[src/rtl/core/urf_pkg.sv]
// shared constants and types for the uart 8n1 receiver with fifo
package urf_pkg;

    localparam int FIFO_DEPTH    = 256;
    localparam int ADDR_W        = $clog2(FIFO_DEPTH);
    localparam int CNT_W         = $clog2(FIFO_DEPTH + 1);
    localparam int OUT_COUNT_W   = 9;
    localparam int DATA_W        = 8;
    localparam int PERIOD_W      = 16;
    localparam int TICK_W        = PERIOD_W + 1;
    localparam int BITS_W        = 4;
    localparam int BITS_PER_WORD = 8;
    localparam logic [PERIOD_W-1:0] PERIOD_RESET = 16'd104;

    typedef enum logic {
        ACT_TICK = 1'b0,
        ACT_READ = 1'b1
    } t_action;

    typedef enum logic {
        RX_IDLE = 1'b0,
        RX_DATA = 1'b1
    } t_rx_state;

    // finished word from the receiver
    typedef struct packed {
        logic              push;
        logic [DATA_W-1:0] data;
    } t_rx_word;

    // fifo status after the current item
    typedef struct packed {
        logic [CNT_W-1:0] count;
        logic             overflow;
        logic             pop_ok;
    } t_fifo_status;

endpackage

[src/rtl/core/uart_8n1_receiver_fifo.sv]
// top level of the tick-driven 8n1 uart receiver with receive fifo
// Each input word is either a tick carrying one sample of the receive line
// (action 0) or a read that pops one byte from the 256-entry receive fifo
// (action 1); every word gives exactly one result word. A falling line
// while idle starts a frame: the first data bit is taken one and a half bit
// periods later, then one bit each bit_period ticks, lsb first, eight bits;
// the stop bit is not checked. Throughput is one word per clock while the
// output side keeps up. An accepted word passes through a stage for the
// synchronous read of the fifo memory and then through the output
// register, which drives o_out_valid. A full fifo drops the new byte
// and sets the sticky overflow flag. No clearing pass is needed after
// reset, since a fifo entry is only read after it was written. Write
// bit_period only while idle.
module uart_8n1_receiver_fifo (
    input  logic                            i_clk,
    input  logic                            i_rst_n,
    // configuration
    input  logic                            i_cfg_wr_en,
    input  logic [urf_pkg::PERIOD_W-1:0]    i_cfg_wr_data,
    // input channel
    input  logic                            i_in_valid,
    output logic                            o_in_stall,
    input  logic                            i_action,
    input  logic                            i_rx_line,
    // output channel
    output logic                            o_out_valid,
    input  logic                            i_out_stall,
    output logic                            o_read_valid,
    output logic [urf_pkg::DATA_W-1:0]      o_read_data,
    output logic                            o_byte_done,
    output logic [urf_pkg::OUT_COUNT_W-1:0] o_fifo_count,
    output logic                            o_overflow
);

    logic [urf_pkg::PERIOD_W-1:0] r_bit_period;

    // stage one: state already updated, waiting on the fifo read data
    logic                            r_s1_valid;
    logic                            r_s1_read_valid;
    logic                            r_s1_byte_done;
    logic [urf_pkg::OUT_COUNT_W-1:0] r_s1_count;
    logic                            r_s1_overflow;

    // output register
    logic                            r_out_valid;
    logic                            r_out_read_valid;
    logic [urf_pkg::DATA_W-1:0]      r_out_read_data;
    logic                            r_out_byte_done;
    logic [urf_pkg::OUT_COUNT_W-1:0] r_out_count;
    logic                            r_out_overflow;

    logic                       in_accept;
    logic                       tick;
    logic                       pop;
    logic                       out_free;
    logic                       s1_move;
    urf_pkg::t_rx_word          rx_word;
    urf_pkg::t_fifo_status      fifo_status;
    logic [urf_pkg::DATA_W-1:0] fifo_rd_data;

    // output register frees up when empty or being taken this cycle
    assign out_free   = !r_out_valid || !i_out_stall;
    assign s1_move    = r_s1_valid && out_free;
    // hold input only while stage one is full and cannot drain
    assign o_in_stall = r_s1_valid && !out_free;
    assign in_accept  = i_in_valid && !o_in_stall;
    assign tick       = in_accept && (i_action == urf_pkg::ACT_TICK);
    assign pop        = in_accept && (i_action == urf_pkg::ACT_READ);

    // ticks per bit register
    always_ff @(posedge i_clk) begin
        if (!i_rst_n) begin
            r_bit_period <= urf_pkg::PERIOD_RESET;
        end else if (i_cfg_wr_en) begin
            r_bit_period <= i_cfg_wr_data;
        end
    end

    urf_rx u_rx (
        .i_clk        (i_clk),
        .i_rst_n      (i_rst_n),
        .i_tick       (tick),
        .i_line       (i_rx_line),
        .i_bit_period (r_bit_period),
        .o_word       (rx_word)
    );

    urf_fifo u_fifo (
        .i_clk     (i_clk),
        .i_rst_n   (i_rst_n),
        .i_push    (rx_word),
        .i_pop     (pop),
        .o_status  (fifo_status),
        .o_rd_data (fifo_rd_data)
    );

    // stage one valid
    always_ff @(posedge i_clk) begin
        if (!i_rst_n) begin
            r_s1_valid <= 1'b0;
        end else if (in_accept) begin
            r_s1_valid <= 1'b1;
        end else if (s1_move) begin
            r_s1_valid <= 1'b0;
        end
    end

    // stage one payload
    always_ff @(posedge i_clk) begin
        if (in_accept) begin
            r_s1_read_valid <= fifo_status.pop_ok;
            r_s1_byte_done  <= rx_word.push;
            r_s1_count      <= urf_pkg::OUT_COUNT_W'(fifo_status.count);
            r_s1_overflow   <= fifo_status.overflow;
        end
    end

    // output valid
    always_ff @(posedge i_clk) begin
        if (!i_rst_n) begin
            r_out_valid <= 1'b0;
        end else if (s1_move) begin
            r_out_valid <= 1'b1;
        end else if (!i_out_stall) begin
            r_out_valid <= 1'b0;
        end
    end

    // output payload; ram data holds while stage one waits, since no new
    // read is accepted then
    always_ff @(posedge i_clk) begin
        if (s1_move) begin
            r_out_read_valid <= r_s1_read_valid;
            r_out_read_data  <= r_s1_read_valid ? fifo_rd_data : '0;
            r_out_byte_done  <= r_s1_byte_done;
            r_out_count      <= r_s1_count;
            r_out_overflow   <= r_s1_overflow;
        end
    end

    assign o_out_valid  = r_out_valid;
    assign o_read_valid = r_out_read_valid;
    assign o_read_data  = r_out_read_data;
    assign o_byte_done  = r_out_byte_done;
    assign o_fifo_count = r_out_count;
    assign o_overflow   = r_out_overflow;

endmodule

[src/rtl/core/urf_ram.sv]
// generic single write port, single read port ram with registered read
module urf_ram #(
    parameter int DEPTH = 256,
    parameter int WIDTH = 8
) (
    input  logic                     i_clk,
    input  logic                     i_we,
    input  logic [$clog2(DEPTH)-1:0] i_waddr,
    input  logic [WIDTH-1:0]         i_wdata,
    input  logic                     i_re,
    input  logic [$clog2(DEPTH)-1:0] i_raddr,
    output logic [WIDTH-1:0]         o_rdata
);

    logic [WIDTH-1:0] r_mem [DEPTH];
    logic [WIDTH-1:0] r_rdata;

    always_ff @(posedge i_clk) begin
        if (i_we) begin
            r_mem[i_waddr] <= i_wdata;
        end
    end

    always_ff @(posedge i_clk) begin
        if (i_re) begin
            r_rdata <= r_mem[i_raddr];
        end
    end

    assign o_rdata = r_rdata;

endmodule

[src/rtl/core/urf_rx.sv]
// start edge detect, mid-bit sampling and deserializer
module urf_rx (
    input  logic                         i_clk,
    input  logic                         i_rst_n,
    input  logic                         i_tick,
    input  logic                         i_line,
    input  logic [urf_pkg::PERIOD_W-1:0] i_bit_period,
    output urf_pkg::t_rx_word            o_word
);

    urf_pkg::t_rx_state r_state, n_state;
    logic                         r_last_level, n_last_level;
    logic [urf_pkg::TICK_W-1:0]   r_tick_count, n_tick_count;
    logic [urf_pkg::BITS_W-1:0]   r_bits_taken, n_bits_taken;
    logic [urf_pkg::DATA_W-1:0]   r_shift, n_shift;

    logic [urf_pkg::PERIOD_W-1:0] period;
    logic [urf_pkg::TICK_W-1:0]   tick_dec;
    logic [urf_pkg::BITS_W-1:0]   bits_inc;
    logic [urf_pkg::DATA_W-1:0]   shifted;

    // zero period behaves as one tick
    assign period   = (i_bit_period == '0) ? urf_pkg::PERIOD_W'(1) : i_bit_period;
    assign tick_dec = (r_tick_count != '0) ? r_tick_count - 1'b1 : r_tick_count;
    assign bits_inc = r_bits_taken + 1'b1;
    assign shifted  = {i_line, r_shift[urf_pkg::DATA_W-1:1]};

    always_ff @(posedge i_clk) begin
        if (!i_rst_n) begin
            r_state      <= urf_pkg::RX_IDLE;
            r_last_level <= 1'b1;
            r_tick_count <= '0;
            r_bits_taken <= '0;
            r_shift      <= '0;
        end else begin
            r_state      <= n_state;
            r_last_level <= n_last_level;
            r_tick_count <= n_tick_count;
            r_bits_taken <= n_bits_taken;
            r_shift      <= n_shift;
        end
    end

    always_comb begin
        n_state      = r_state;
        n_last_level = r_last_level;
        n_tick_count = r_tick_count;
        n_bits_taken = r_bits_taken;
        n_shift      = r_shift;
        o_word.push  = 1'b0;
        o_word.data  = shifted;
        if (i_tick) begin
            n_last_level = i_line;
            case (r_state)
                urf_pkg::RX_IDLE: begin
                    if (r_last_level && !i_line) begin
                        // first sample lands one and a half bits after the edge
                        n_state      = urf_pkg::RX_DATA;
                        n_tick_count = {1'b0, period} + {2'b00, period[urf_pkg::PERIOD_W-1:1]};
                        n_bits_taken = '0;
                        n_shift      = '0;
                    end
                end
                urf_pkg::RX_DATA: begin
                    n_tick_count = tick_dec;
                    if (tick_dec == '0) begin
                        n_shift      = shifted;
                        n_bits_taken = bits_inc;
                        n_tick_count = {1'b0, period};
                        if (bits_inc >= urf_pkg::BITS_W'(urf_pkg::BITS_PER_WORD)) begin
                            o_word.push  = 1'b1;
                            n_state      = urf_pkg::RX_IDLE;
                            n_bits_taken = '0;
                            n_shift      = '0;
                            n_tick_count = '0;
                        end
                    end
                end
                default: begin
                    n_state = urf_pkg::RX_IDLE;
                end
            endcase
        end
    end

endmodule

[src/rtl/core/urf_fifo.sv]
// receive fifo: pointers, fill count, overflow flag and the byte memory
module urf_fifo (
    input  logic                       i_clk,
    input  logic                       i_rst_n,
    input  urf_pkg::t_rx_word          i_push,
    input  logic                       i_pop,
    output urf_pkg::t_fifo_status      o_status,
    output logic [urf_pkg::DATA_W-1:0] o_rd_data
);

    logic [urf_pkg::ADDR_W-1:0] r_wp, n_wp;
    logic [urf_pkg::ADDR_W-1:0] r_rp, n_rp;
    logic [urf_pkg::CNT_W-1:0]  r_count, n_count;
    logic                       r_overflow, n_overflow;

    logic full;
    logic empty;
    logic do_write;
    logic do_read;

    function automatic logic [urf_pkg::ADDR_W-1:0] next_index(
        input logic [urf_pkg::ADDR_W-1:0] p
    );
        next_index = (p == urf_pkg::ADDR_W'(urf_pkg::FIFO_DEPTH - 1)) ? '0 : p + 1'b1;
    endfunction

    assign full     = (r_count == urf_pkg::CNT_W'(urf_pkg::FIFO_DEPTH));
    assign empty    = (r_count == '0);
    assign do_write = i_push.push && !full;
    assign do_read  = i_pop && !empty;

    always_comb begin
        n_wp       = do_write ? next_index(r_wp) : r_wp;
        n_rp       = do_read ? next_index(r_rp) : r_rp;
        n_overflow = r_overflow | (i_push.push && full);
        n_count    = r_count;
        if (do_write && !do_read) begin
            n_count = r_count + 1'b1;
        end else if (do_read && !do_write) begin
            n_count = r_count - 1'b1;
        end
    end

    always_ff @(posedge i_clk) begin
        if (!i_rst_n) begin
            r_wp       <= '0;
            r_rp       <= '0;
            r_count    <= '0;
            r_overflow <= 1'b0;
        end else begin
            r_wp       <= n_wp;
            r_rp       <= n_rp;
            r_count    <= n_count;
            r_overflow <= n_overflow;
        end
    end

    assign o_status.count    = n_count;
    assign o_status.overflow = n_overflow;
    assign o_status.pop_ok   = do_read;

    // read address is taken on the pop edge, data shows in the following cycle
    urf_ram #(
        .DEPTH (urf_pkg::FIFO_DEPTH),
        .WIDTH (urf_pkg::DATA_W)
    ) u_ram (
        .i_clk   (i_clk),
        .i_we    (do_write),
        .i_waddr (r_wp),
        .i_wdata (i_push.data),
        .i_re    (do_read),
        .i_raddr (r_rp),
        .o_rdata (o_rd_data)
    );

`ifndef ASSERT_OFF
    a_count_bound: assert property (@(posedge i_clk) disable iff (!i_rst_n)
        r_count <= urf_pkg::CNT_W'(urf_pkg::FIFO_DEPTH))
        else $error("fifo count beyond depth");

    a_ptr_match: assert property (@(posedge i_clk) disable iff (!i_rst_n)
        (r_wp == r_rp) == (empty || full))
        else $error("fifo pointers disagree with count");

    a_push_grows: assert property (@(posedge i_clk) disable iff (!i_rst_n)
        (do_write && !i_pop) |=> (r_count == $past(r_count) + 1'b1))
        else $error("accepted push did not raise count");

    a_overflow_sticky: assert property (@(posedge i_clk) disable iff (!i_rst_n)
        r_overflow |=> r_overflow)
        else $error("overflow flag cleared");
`endif

endmodule

[config.mk]
export PLATFORM = sky130hd
export DESIGN_NAME = uart_8n1_receiver_fifo
export DESIGN_NICKNAME = d
export VERILOG_FILES = /design/src/rtl/core/urf_pkg.sv /design/src/rtl/core/uart_8n1_receiver_fifo.sv /design/src/rtl/core/urf_ram.sv /design/src/rtl/core/urf_rx.sv /design/src/rtl/core/urf_fifo.sv
export SDC_FILE = /design/constraint.sdc
export NUM_CORES = 2
export LEC_CHECK = 0
export BUFFER_PORTS_ARGS = -buffer_cell sky130_fd_sc_hd__buf_2
export CELL_PAD_IN_SITES_DETAIL_PLACEMENT = 1
export CELL_PAD_IN_SITES_GLOBAL_PLACEMENT = 2
export CORE_ASPECT_RATIO = 1.4
export CORE_UTILIZATION = 50
export CTS_CLUSTER_SIZE = 12
export DETAILED_ROUTE_END_ITERATION = 10
export PLACE_DENSITY = 0.77
export SLEW_MARGIN = 20
export SYNTH_ARGS = -nofsm -noshare
export SYNTH_HDL_FRONTEND = slang
export SYNTH_SLANG_ARGS = --single-unit
[constraint.sdc]
create_clock -name i_clk -period 9.65 [get_ports i_clk]
set_input_delay 1.93 -clock i_clk [delete_from_list [all_inputs] [get_ports i_clk]]
set_output_delay 1.93 -clock i_clk [all_outputs]
set_load 0.005 [all_outputs]
==> flow_summary.html <==
<table>
<tr><th>Metric</th><th>Value</th></tr>
<tr><th colspan="2">Clocking</th></tr>
<tr><td>CTS tree</td><td>done</td></tr>
<tr><td>Hold Buf Count CTS</td><td>0</td></tr>
<tr><td>Number of post-CTS setup repair buffers</td><td>0</td></tr>
<tr><td>Clk Tree Root Cell</td><td>sky130_fd_sc_hd__clkbuf_16</td></tr>
<tr><td>Count of H-tree levels built during CTS</td><td>4</td></tr>
<tr><td>Reg clk slew, reported paths</td><td>60 ps</td></tr>
<tr><td>Worst-Skew Late Latency</td><td>830 ps</td></tr>
<tr><td>Buffer depth of the longest clock path</td><td>3</td></tr>
<tr><td>Cts repair resizes</td><td>0</td></tr>
<tr><td># clock sinks</td><td>2162</td></tr>
<tr><td>TritonCTS buffer count</td><td>205</td></tr>
<tr><th colspan="2">Setup path</th></tr>
<tr><td>Kind of cell adding the most delay to the critical path</td><td>simple AND/OR/NAND/NOR gates</td></tr>
<tr><td>CP endpoint kind</td><td>flip-flop</td></tr>
<tr><td>Data required time at the worst endpoint</td><td>10100 ps</td></tr>
<tr><td>Instance count on the critical path</td><td>8</td></tr>
<tr><td>Critical Path AT</td><td>6220 ps</td></tr>
<tr><td>Path type of the worst setup path</td><td>input port to flip-flop</td></tr>
<tr><td>Largest fanout of any net on the critical path</td><td>16</td></tr>
<tr><td>CP startpoint kind</td><td>input port</td></tr>
<tr><td>Critical-path top delay cell</td><td>sky130_fd_sc_hd__nor2_1</td></tr>
<tr><td>Cells along the critical path</td><td>buf_2 &gt; nand3_1 &gt; nand4b_1 &gt; a211oi_1 &gt; and4_1 &gt; and2_1 &gt; nand2_2 &gt; nor2_1</td></tr>
<tr><td>Worst R2R Path Depth</td><td>10</td></tr>
<tr><td>Critical Path Max Stage Delay</td><td>880 ps</td></tr>
<tr><td>Buffers &amp; Inverters on Critical Path</td><td>1</td></tr>
<tr><th colspan="2">STA</th></tr>
<tr><td>Unrepaired setup endpoints after global routing</td><td>no</td></tr>
<tr><td>Count of endpoints failing hold in the final timing report</td><td>0</td></tr>
<tr><td>Setup Total Neg Slack</td><td>0 ps</td></tr>
<tr><td>Maximum frequency from static timing analysis</td><td>0.173 GHz</td></tr>
<tr><td>Slew margin rel.</td><td>19.4%</td></tr>
<tr><td>Final-layout worst hold slack</td><td>419 ps</td></tr>
<tr><td>Total count of max-transition violations in the final report</td><td>0</td></tr>
<tr><td>Share of the clock period used by the worst path</td><td>59.9%</td></tr>
<tr><td>Min Clock Period, post-route</td><td>5780 ps</td></tr>
<tr><td>Clock skew after layout</td><td>35.3 ps</td></tr>
<tr><td>Final-report setup violation count</td><td>0</td></tr>
<tr><td>Worst slew pin tran</td><td>1210 ps</td></tr>
<tr><th colspan="2">GRT</th></tr>
<tr><td>Maximum number of pins on one net before global-route repair</td><td>149</td></tr>
<tr><td>Overflow after GRT</td><td>0</td></tr>
<tr><td>Initial antenna violation count</td><td>5</td></tr>
<tr><td>Wire length of the first global-routing pass</td><td>320000 um</td></tr>
<tr><td>GRT Total Usage</td><td>26.6%</td></tr>
<tr><td>Vias in the first global route</td><td>43900</td></tr>
<tr><th colspan="2">Placement</th></tr>
<tr><td>Placed insts</td><td>6225</td></tr>
<tr><td>Placed wire-length estimate</td><td>136000 um</td></tr>
<tr><td>Port Buf Inserts</td><td>44</td></tr>
<tr><td>Final Wtd Congestion</td><td>0.849</td></tr>
<tr><th colspan="2">Synthesis</th></tr>
<tr><td>Synth Instances</td><td>4130</td></tr>
<tr><td>Top-count cell post-synth</td><td>sky130_fd_sc_hd__edfxtp_1</td></tr>
<tr><td>Most used standard cells in the synthesized netlist</td><td>sky130_fd_sc_hd__edfxtp_1 (2088), sky130_fd_sc_hd__mux4_2 (512), sky130_fd_sc_hd__nor2_1 (344)</td></tr>
<tr><td>Synth warn</td><td>0</td></tr>
<tr><td>Count of different cell masters after synthesis</td><td>67</td></tr>
<tr><td>Share of flip-flops with an asynchronous set or reset</td><td>0%</td></tr>
<tr><td>Syn Nets</td><td>4187</td></tr>
<tr><td>Predominant post-synthesis flop cell</td><td>sky130_fd_sc_hd__edfxtp_1</td></tr>
<tr><td>Syn Area/Cell</td><td>20.4 um^2</td></tr>
<tr><td>Largest area contributor in the synthesized netlist</td><td>sky130_fd_sc_hd__edfxtp_1</td></tr>
<tr><td>Yosys top cell area share</td><td>74.5%</td></tr>
<tr><td>Sequential share of the synthesized area</td><td>76.3%</td></tr>
<tr><td>EDFF count, synth</td><td>2088</td></tr>
<tr><td>Synthesized flop and latch total</td><td>2162</td></tr>
<tr><td>Synth top area cells</td><td>sky130_fd_sc_hd__edfxtp_1 (75%), sky130_fd_sc_hd__mux4_2 (14%), sky130_fd_sc_hd__dfxtp_1 (1.8%), sky130_fd_sc_hd__nor2_1 (1.5%), sky130_fd_sc_hd__a22oi_1 (1.2%)</td></tr>
<tr><td>Cell Area, Synth</td><td>0.0841 mm^2</td></tr>
<tr><th colspan="2">Final layout</th></tr>
<tr><td>Share of final-layout standard cells stronger than drive strength 1</td><td>21.2%</td></tr>
<tr><td>Area of the multi-input gates</td><td>0.0189 mm^2</td></tr>
<tr><td>Final Net Count</td><td>4253</td></tr>
<tr><td>Area growth from synthesis to final layout</td><td>10.0%</td></tr>
<tr><td>Reg area</td><td>0.0642 mm^2</td></tr>
<tr><td>Post-layout util</td><td>55.6%</td></tr>
<tr><td>Layout fillers</td><td>14400</td></tr>
<tr><td>Post-route non-filler standard cell count</td><td>6513</td></tr>
<tr><th colspan="2">Die</th></tr>
<tr><td>Area enclosed by the die boundary</td><td>0.170 mm^2</td></tr>
<tr><td>Number of top-level pins</td><td>45</td></tr>
<tr><td>Chip Height</td><td>487 um</td></tr>
<tr><td>Die width</td><td>349 um</td></tr>
<tr><td>Area of the placeable core</td><td>0.167 mm^2</td></tr>
<tr><td>Starting utilization of the core area</td><td>50.5%</td></tr>
<tr><td>Placement Rows</td><td>177</td></tr>
<tr><th colspan="2">Power and ir drop</th></tr>
<tr><td>Power density over the cells</td><td>210 mW/mm^2</td></tr>
<tr><td>Overall power</td><td>19.5 mW</td></tr>
<tr><td>Leakage</td><td>28.6 nW</td></tr>
<tr><td>Worst vdd rail ir drop</td><td>0.185 mV</td></tr>
<tr><th colspan="2">Job</th></tr>
<tr><td>Total of max-cap violations</td><td>0</td></tr>
<tr><th colspan="2">Detailed routing</th></tr>
<tr><td>Drt pass-1 iters</td><td>5</td></tr>
<tr><td>Total wire length</td><td>223000 um</td></tr>
<tr><td>Post-route DRC violation count</td><td>0</td></tr>
<tr><td>Average wire per standard cell</td><td>34.3 um</td></tr>
<tr><td>Total vias in the final route</td><td>42000</td></tr>
<tr><td>Vias per cell</td><td>6.44</td></tr>
<tr><td>Count of antenna-violating nets left after detailed routing</td><td>0</td></tr>
<tr><td>Drt initial violations</td><td>4327</td></tr>
<tr><th colspan="2">Worst hold path</th></tr>
<tr><td>Hold Path Depth</td><td>0</td></tr>
<tr><td>Hold/Removal Path Class</td><td>flip-flop to flip-flop</td></tr>
<tr><th colspan="2">Outcome</th></tr>
<tr><td>Outcome</td><td>completed</td></tr>
</table>
per-layer routing:
| layer | share of wire, % | routed length (um) | vias to the layer above | GRT usage, % |
|---|---|---|---|---|
| li1 | - | - | 17200 | - |
| met5 | 0 | 0 | - | 0 |
| met3 | 5.9 | 13200 | 362 | 3.82 |
| met1 | 38 | 83900 | 22600 | 33.8 |
| met4 | 4.2 | 9360 | 0 | 10.4 |
| met2 | 52 | 117000 | 1817 | 46.3 |
registers in the layout, indices dropped and copies added (netlist names):
register	count
o_byte_done	1
o_fifo_count	9
o_out_valid	1
o_overflow	1
o_read_data	8
o_read_valid	1
r_bit_period	16
r_s1_byte_done	1
r_s1_count	9
r_s1_overflow	1
r_s1_read_valid	1
r_s1_valid	1
u_fifo.r_count	9
u_fifo.r_overflow	1
u_fifo.r_rp	8
u_fifo.r_wp	8
u_fifo.u_ram.o_rdata	8
u_fifo.u_ram.r_mem	2048
u_rx.r_bits_taken	4
u_rx.r_last_level	1
u_rx.r_shift	7
u_rx.r_state	1
u_rx.r_tick_count	17
stage by stage:
| stage | cell area [um^2] | setup WS [ps] |
|---|---|---|
| after floorplan | 84100 | 5360 |
| after global placement | 86800 | 3370 |
| after detailed placement | 86800 | 3010 |
| after CTS | 92500 | 3990 |
| after global routing | 92600 | 3750 |
| final | 92600 | 3870 |
worst paths after layout:
kind,from,end,slack (ps)
worst min register to register,r_s1_count[2],o_fifo_count[2],420
worst max register to register,u_rx.r_tick_count[0],u_fifo.u_ram.r_mem[156][3],4120
worst min-delay path,r_s1_count[2],o_fifo_count[2],420
worst max-delay path,i_out_stall,u_fifo.u_ram.r_mem[156][3],3870
logic make-up (layout without fill, tap and decap cells):
kind of cell,after synthesis,count (layout),share of synthesized area [%]
XOR/XNOR,39,39,0.406
other,0,1,0
multiplexers,530,530,13.9
adder cells (fa/ha/maj),34,34,0.515
flip-flops,2162,2162,76.3
AO/OA/AOI/OAI,494,494,4.29
buffers and inverters,285,430,1.37
AND/OR/NAND/NOR,586,586,3.22
power breakdown:
part,internal (mW),switching (mW)
Combinational,0.871,0.996
Sequential,10.2,0.119
Clock,3.99,3.25
Total,15.1,4.37
worst register-to-register path, stage by stage, from the launching register on:
cell                      delay (ps)
sky130_fd_sc_hd__dfxtp_1         410
sky130_fd_sc_hd__inv_1           120
sky130_fd_sc_hd__ha_1            180
sky130_fd_sc_hd__or4b_2          670
sky130_fd_sc_hd__nor4_1          470
sky130_fd_sc_hd__o21ai_0         350
sky130_fd_sc_hd__a21oi_4         270
sky130_fd_sc_hd__and4_1          670
sky130_fd_sc_hd__and2_1          360
sky130_fd_sc_hd__nand2_2         730
sky130_fd_sc_hd__nor2_1          920
cells in the final DEF (no fill, tap or decap), types with 8 or more instances in the layout:
master | netlist | layout
sky130_fd_sc_hd__edfxtp_1 | 2088 | 2088
sky130_fd_sc_hd__mux4_2 | 512 | 512
sky130_fd_sc_hd__nor2_1 | 344 | 342
sky130_fd_sc_hd__clkbuf_16 | 0 | 209
sky130_fd_sc_hd__a22oi_1 | 137 | 137
sky130_fd_sc_hd__a21oi_1 | 88 | 88
sky130_fd_sc_hd__a221oi_1 | 66 | 66
sky130_fd_sc_hd__dfxtp_1 | 74 | 65
sky130_fd_sc_hd__a22o_1 | 64 | 64
sky130_fd_sc_hd__buf_4 | 1 | 62
sky130_fd_sc_hd__nand2_1 | 59 | 52
sky130_fd_sc_hd__clkbuf_1 | 178 | 48
sky130_fd_sc_hd__buf_2 | 6 | 43
sky130_fd_sc_hd__nor3_1 | 39 | 38
sky130_fd_sc_hd__ha_1 | 33 | 33
sky130_fd_sc_hd__inv_1 | 31 | 31
sky130_fd_sc_hd__o21ai_0 | 32 | 31
sky130_fd_sc_hd__o221ai_1 | 28 | 28
sky130_fd_sc_hd__and2_1 | 24 | 23
sky130_fd_sc_hd__nand3_1 | 23 | 22
sky130_fd_sc_hd__xor2_1 | 21 | 21
sky130_fd_sc_hd__o22ai_1 | 20 | 20
sky130_fd_sc_hd__xnor2_1 | 18 | 18
sky130_fd_sc_hd__mux2i_1 | 16 | 16
sky130_fd_sc_hd__nand4_1 | 15 | 15
sky130_fd_sc_hd__a211oi_1 | 15 | 15
sky130_fd_sc_hd__nor4_1 | 11 | 11
sky130_fd_sc_hd__or3_1 | 10 | 10
sky130_fd_sc_hd__nand2b_1 | 11 | 10
sky130_fd_sc_hd__clkinv_1 | 0 | 10
sky130_fd_sc_hd__a31oi_1 | 9 | 9
sky130_fd_sc_hd__dfxtp_4 | 0 | 9
sky130_fd_sc_hd__nor2b_1 | 10 | 8
sky130_fd_sc_hd__nand2_4 | 8 | 8
cell type report:
| cell class | instances | area share, % |
|---|---|---|
| Inverter | 31 | 0.126 |
| Sequential cell | 2162 | 69.4 |
| Multi-Input combinational cell | 1683 | 20.4 |
| Clock inverter | 28 | 0.307 |
| Antenna cell | 1 | 0.00270 |
| Tap cell | 2237 | 3.02 |
| Clock buffer | 258 | 5.86 |
| Timing Repair Buffer | 113 | 0.911 |
(Power assumes the default switching activity.)
